**src/sv/pqs_pkg.sv**
```systemverilog
`timescale 1ns / 1ps

package pqs_pkg;

   localparam int MaxQueries = 64;
   localparam int TimeBits   = 32;
   localparam int IdBits     = 12;
   localparam int PeriodBits = 12;

   localparam logic CMD_REGISTER = 1'b0;
   localparam logic CMD_TAKE     = 1'b1;

   // one scheduled query as held by a cell
   typedef struct packed {
      logic                  valid;
      logic [TimeBits-1:0]   due;
      logic [IdBits-1:0]     id;
      logic [PeriodBits-1:0] period;
   } entry_type;

   // what the whole row of cells does in a cycle
   typedef struct packed {
      logic insert;
      logic shift;
   } cell_op_type;

   typedef enum logic {
      ST_IDLE,
      ST_REINSERT
   } state_type;

endpackage

```
**src/sv/pqs_cell.sv**
```systemverilog
`timescale 1ns / 1ps

module pqs_cell (
   input  logic               clock,
   input  logic               reset,
   input  pqs_pkg::cell_op_type op,
   input  pqs_pkg::entry_type new_entry,
   input  pqs_pkg::entry_type left_entry,
   input  pqs_pkg::entry_type right_entry,
   input  logic               left_before,
   output pqs_pkg::entry_type entry,
   output logic               new_before
);
   import pqs_pkg::*;

   logic                  valid_ff, valid_in;
   logic [TimeBits-1:0]   due_ff, due_in;
   logic [IdBits-1:0]     id_ff, id_in;
   logic [PeriodBits-1:0] period_ff, period_in;
   entry_type             next_entry;

   assign entry = '{valid: valid_ff, due: due_ff, id: id_ff, period: period_ff};

   // empty cells sort after everything
   assign new_before = !valid_ff ||
      ({new_entry.due, new_entry.id, new_entry.period} < {due_ff, id_ff, period_ff});

   always_comb begin
      next_entry = entry;
      if (op.shift) begin
         next_entry = right_entry;
      end else if (op.insert && new_before) begin
         next_entry = left_before ? left_entry : new_entry;
      end
      valid_in  = next_entry.valid;
      due_in    = next_entry.due;
      id_in     = next_entry.id;
      period_in = next_entry.period;
   end

   always_ff @(posedge clock) begin
      if (reset) begin
         valid_ff <= 1'b0;
      end else begin
         valid_ff <= valid_in;
      end
   end

   always_ff @(posedge clock) begin
      due_ff    <= due_in;
      id_ff     <= id_in;
      period_ff <= period_in;
   end

endmodule
```
**config.mk**
```make
export PLATFORM = sky130hd
export DESIGN_NAME = pqs_cell
export DESIGN_NICKNAME = d
export VERILOG_FILES = /design/src/sv/pqs_pkg.sv /design/src/sv/pqs_cell.sv
export SDC_FILE = /design/constraint.sdc
export NUM_CORES = 1
export LEC_CHECK = 0
export BUFFER_PORTS_ARGS = -buffer_cell sky130_fd_sc_hd__buf_2
export CORE_MARGIN = 2
export CORE_UTILIZATION = 25
export CTS_BUF_LIST = sky130_fd_sc_hd__clkbuf_16
export DETAILED_ROUTE_END_ITERATION = 7
export GPL_TIMING_DRIVEN = 0
export HOLD_SLACK_MARGIN = 0.12
export PLACE_DENSITY = 0.51
export SYNTH_ARGS = -nofsm -noshare
export SYNTH_HDL_FRONTEND = slang
export SYNTH_SLANG_ARGS = --single-unit
```
**constraint.sdc**
```tcl
create_clock -name clock -period 9.6 [get_ports clock]
set_input_delay 2.4 -clock clock [delete_from_list [all_inputs] [get_ports clock]]
set_output_delay 2.4 -clock clock [all_outputs]
set_load 0.02 [all_outputs]
```
==> impl_metrics.toml <==
[outcome]
status = "finished, final reports clean"

[timing]
slew_viol_final = 0
slew_headroom_pct = 39.19
rsz0062_at_grt = "false"
setup_viol = 0
setup_tns_ns = 0
hold_ws_ns = 0.6098
fin_worst_skew_ns = 0.006929
min_period_ns = 7.253
finalHoldViolCount = 0
tightestPinTransition_ns = 0.9122
period_share_pct = 75.55
clock.fmax_mhz = 137.9

[drt]
drt_iter0_markers = 108
viasPerCell = 4.442
wl_per_cell_um = 14.88
drt_first_pass_iters = 6
drc = 0
wl_um = 13820
drt.antenna.violating_nets = 0
vias = 4127

[floorplan]
die-area_um2 = 18330
die_x_um = 135.4
coreArea_um2 = 17120
ios = 234
initial_core_util_pct = 25.22
rows = 48
die_h_um = 135.4

[cts]
cts_setup_buffers = 0
cts-root-buf = "clkbuf_16"
postCtsHoldBufs = 0
cts.path.max_buffers = 2
clock-sinks = 57
h-tree-depth = 3
cts_tree = "yes"
clock_latency_ns = 0.33
cts_buffers = 9
path_clk_slew_ns = 0.05
ctsResizeCount = 0

[global_route]
grtUsageTotal_pct = 15.17
grt_pass1_vias = 4004
gr-total-overflow = 0
grt_max_degree = 18
grt_first_pass_wirelength_um = 21070
antenna_found_initial = 0

[worst_setup_path]
startpoint_type = "input pin"
ff2ff_setup_slack_ns = 6.09
worstSetupPathType = "in2out"
timing.rr.start = "due_ff[29]"
path_buf_inv = 2
path_max_fanout = 4
critPathCaptureType = "output port"
cp_slowest_cell = "or4b_4"
r2r-end = "due_ff[1]"
cp_slowest_stage_delay_ns = 0.61
r2r_cells = 9
critPathRequiredTime_ns = 7.20
worst-endpoint-arrival_ns = 4.85
cpLargestDelayFamily = "simple AND/OR/NAND/NOR gates"
worstPathCellList = "buf_2, ha_1, nand4_1, or3_1, or4b_4, o31ai_1, or3_1, o21ai_1, buf_2"

[synth]
synth.cell_area_um2 = 4317
synthArstFlopShare_pct = 0
yosysSeqAreaShare_pct = 39.42
ys_top_cells_by_area = "edfxtp_1 39%, ha_1 16%, mux2i_1 13%, o21ai_0 7.2%, nand2_1 6.4%"
yosysMostFrequentCell = "nand2_1"
synth_common_cells = "74 x nand2_1, 62 x o21ai_0, 60 x inv_1"
yosys.area.top_type_share_pct = 38.96
ys_seq_elements = 57
synth_nets = 688
syn_inst = 457
ys_dominant_reg_cell = "edfxtp_1"
synth_edf_count = 56
yosysWarningCount = 0
synth_largest_area_cell = "edfxtp_1"
synth_cell_types = 39
avgSynthCellArea_um2 = 9.446

[layout]
fin_cells = 929
antenna-diode-count = 0
nets = 933
drive_above_1_share_pct = 35.51
fin_util_pct = 35.39
nFillCells = 1845
syn_to_final_growth_pct = 40.35

[worst_hold_path]
min_to = "valid_ff"
whs_path_depth = 2
hp-class = "reg2reg"
holdCritStartpoint = "valid_ff"

[pwr]
p_leak_nw = 3.123
peakVddDrop_uv = 76.59
power.density_nw_per_um2 = 140.0
finalPower_mw = 0.8485

[placement]
portBuffers = 231
dp.cells = 916
hpwl_um = 11270
gp_congestion = 0.7598

[run]
drv_cap = 0
==> per-layer routing <==
layer | vias to the layer above | routed length, um | global-route usage, %
met5 | - | 0 | 0
met4 | 0 | 142 | 4.340
met3 | 10 | 962 | 4.265
met2 | 148 | 6808 | 27.13
met1 | 1844 | 5908 | 17.69
li1 | 2125 | - | -
==> layout by cell type, fill, tap and decap left out, types with 2 or more instances in the layout <==
cell type and n:
nor2_1 5, o31a_1 2, clkbuf_16 9, o21ai_0 62, buf_2 232, a21o_1 3
nand4_1 5, ha_1 55, or3_1 2, nand2_1 74, o21a_1 2, a221oi_1 4
inv_1 62, buf_1 4, clkbuf_1 15, buf_8 3, a21oi_1 22, and4_1 2
nand3_1 6, mux2i_1 57, edfxtp_1 56
==> report_power, final <==
group / total (mW) / switching [mW] / internal, mW
logic: 0.251 / 0.147 / 0.104
registers: 0.324 / 0.0134 / 0.310
clock network: 0.274 / 0.107 / 0.166
==> per-stage QoR <==
step / worst slack (ns) / instance area, um2
floorplan: 0.9615 / 4317
global placement: -2.333 / 5754
detailed placement: 2.287 / 5817
CTS: 2.265 / 6058
global route: 2.197 / 6058
finish: 2.347 / 6058
==> cell families (layout without fill, tap and decap cells) <==
group / after synthesis / in the layout / synth area share, %
compound gates: 105 / 105 / 13.94
fa+ha+maj: 55 / 55 / 15.94
buf+inv: 81 / 328 / 7.159
flops: 57 / 57 / 39.42
mux: 57 / 57 / 13.22
simple gates: 102 / 102 / 10.32
==> sequential cells by signal, indices dropped and copies added, names as in the netlist <==
signal     count
id_ff         12
valid_ff       1
period_ff     12
due_ff        32
==> area by class of cell <==
| type | instances | area [um2] | share of cell area [%] |
|---|---|---|---|
| sequential | 57 | 1702 | 28.09 |
| clock inverter | 4 | 16.27 | 0.2685 |
| clock buffer | 9 | 225.2 | 3.717 |
| buffer | 21 | 83.83 | 1.384 |
| multi-input combinational | 319 | 2323 | 38.35 |
| inverter | 60 | 225.2 | 3.717 |
| tap | 225 | 281.5 | 4.647 |
| timing repair buffer | 234 | 1201 | 19.83 |
==> how the worst max path moves through the flow <==
stage | startpoint | endpoint | slack (ns) | cells after the start
2_1_floorplan | new_entry[53] | due_ff[0] | 0.96 | 7
3_3_place_gp | new_entry[25] | due_ff[1] | -2.33 | 8
3_5_place_dp | new_entry[54] | new_before | 2.29 | 9
4_1_cts | new_entry[54] | new_before | 2.26 | 9
5_1_grt | new_entry[55] | new_before | 2.20 | 9
6_report | new_entry[54] | new_before | 2.35 | 9
==> worst reg2reg max path: stages (launching register included) <==
cell,delay (ns)
edfxtp_1,0.38
inv_1,0.07
ha_1,0.23
a21o_1,0.16
a21o_1,0.17
a221oi_1,0.40
o31ai_1,0.19
or3_1,0.48
a311oi_4,0.85
buf_8,0.27
Power figures use the tool's default switching activity.
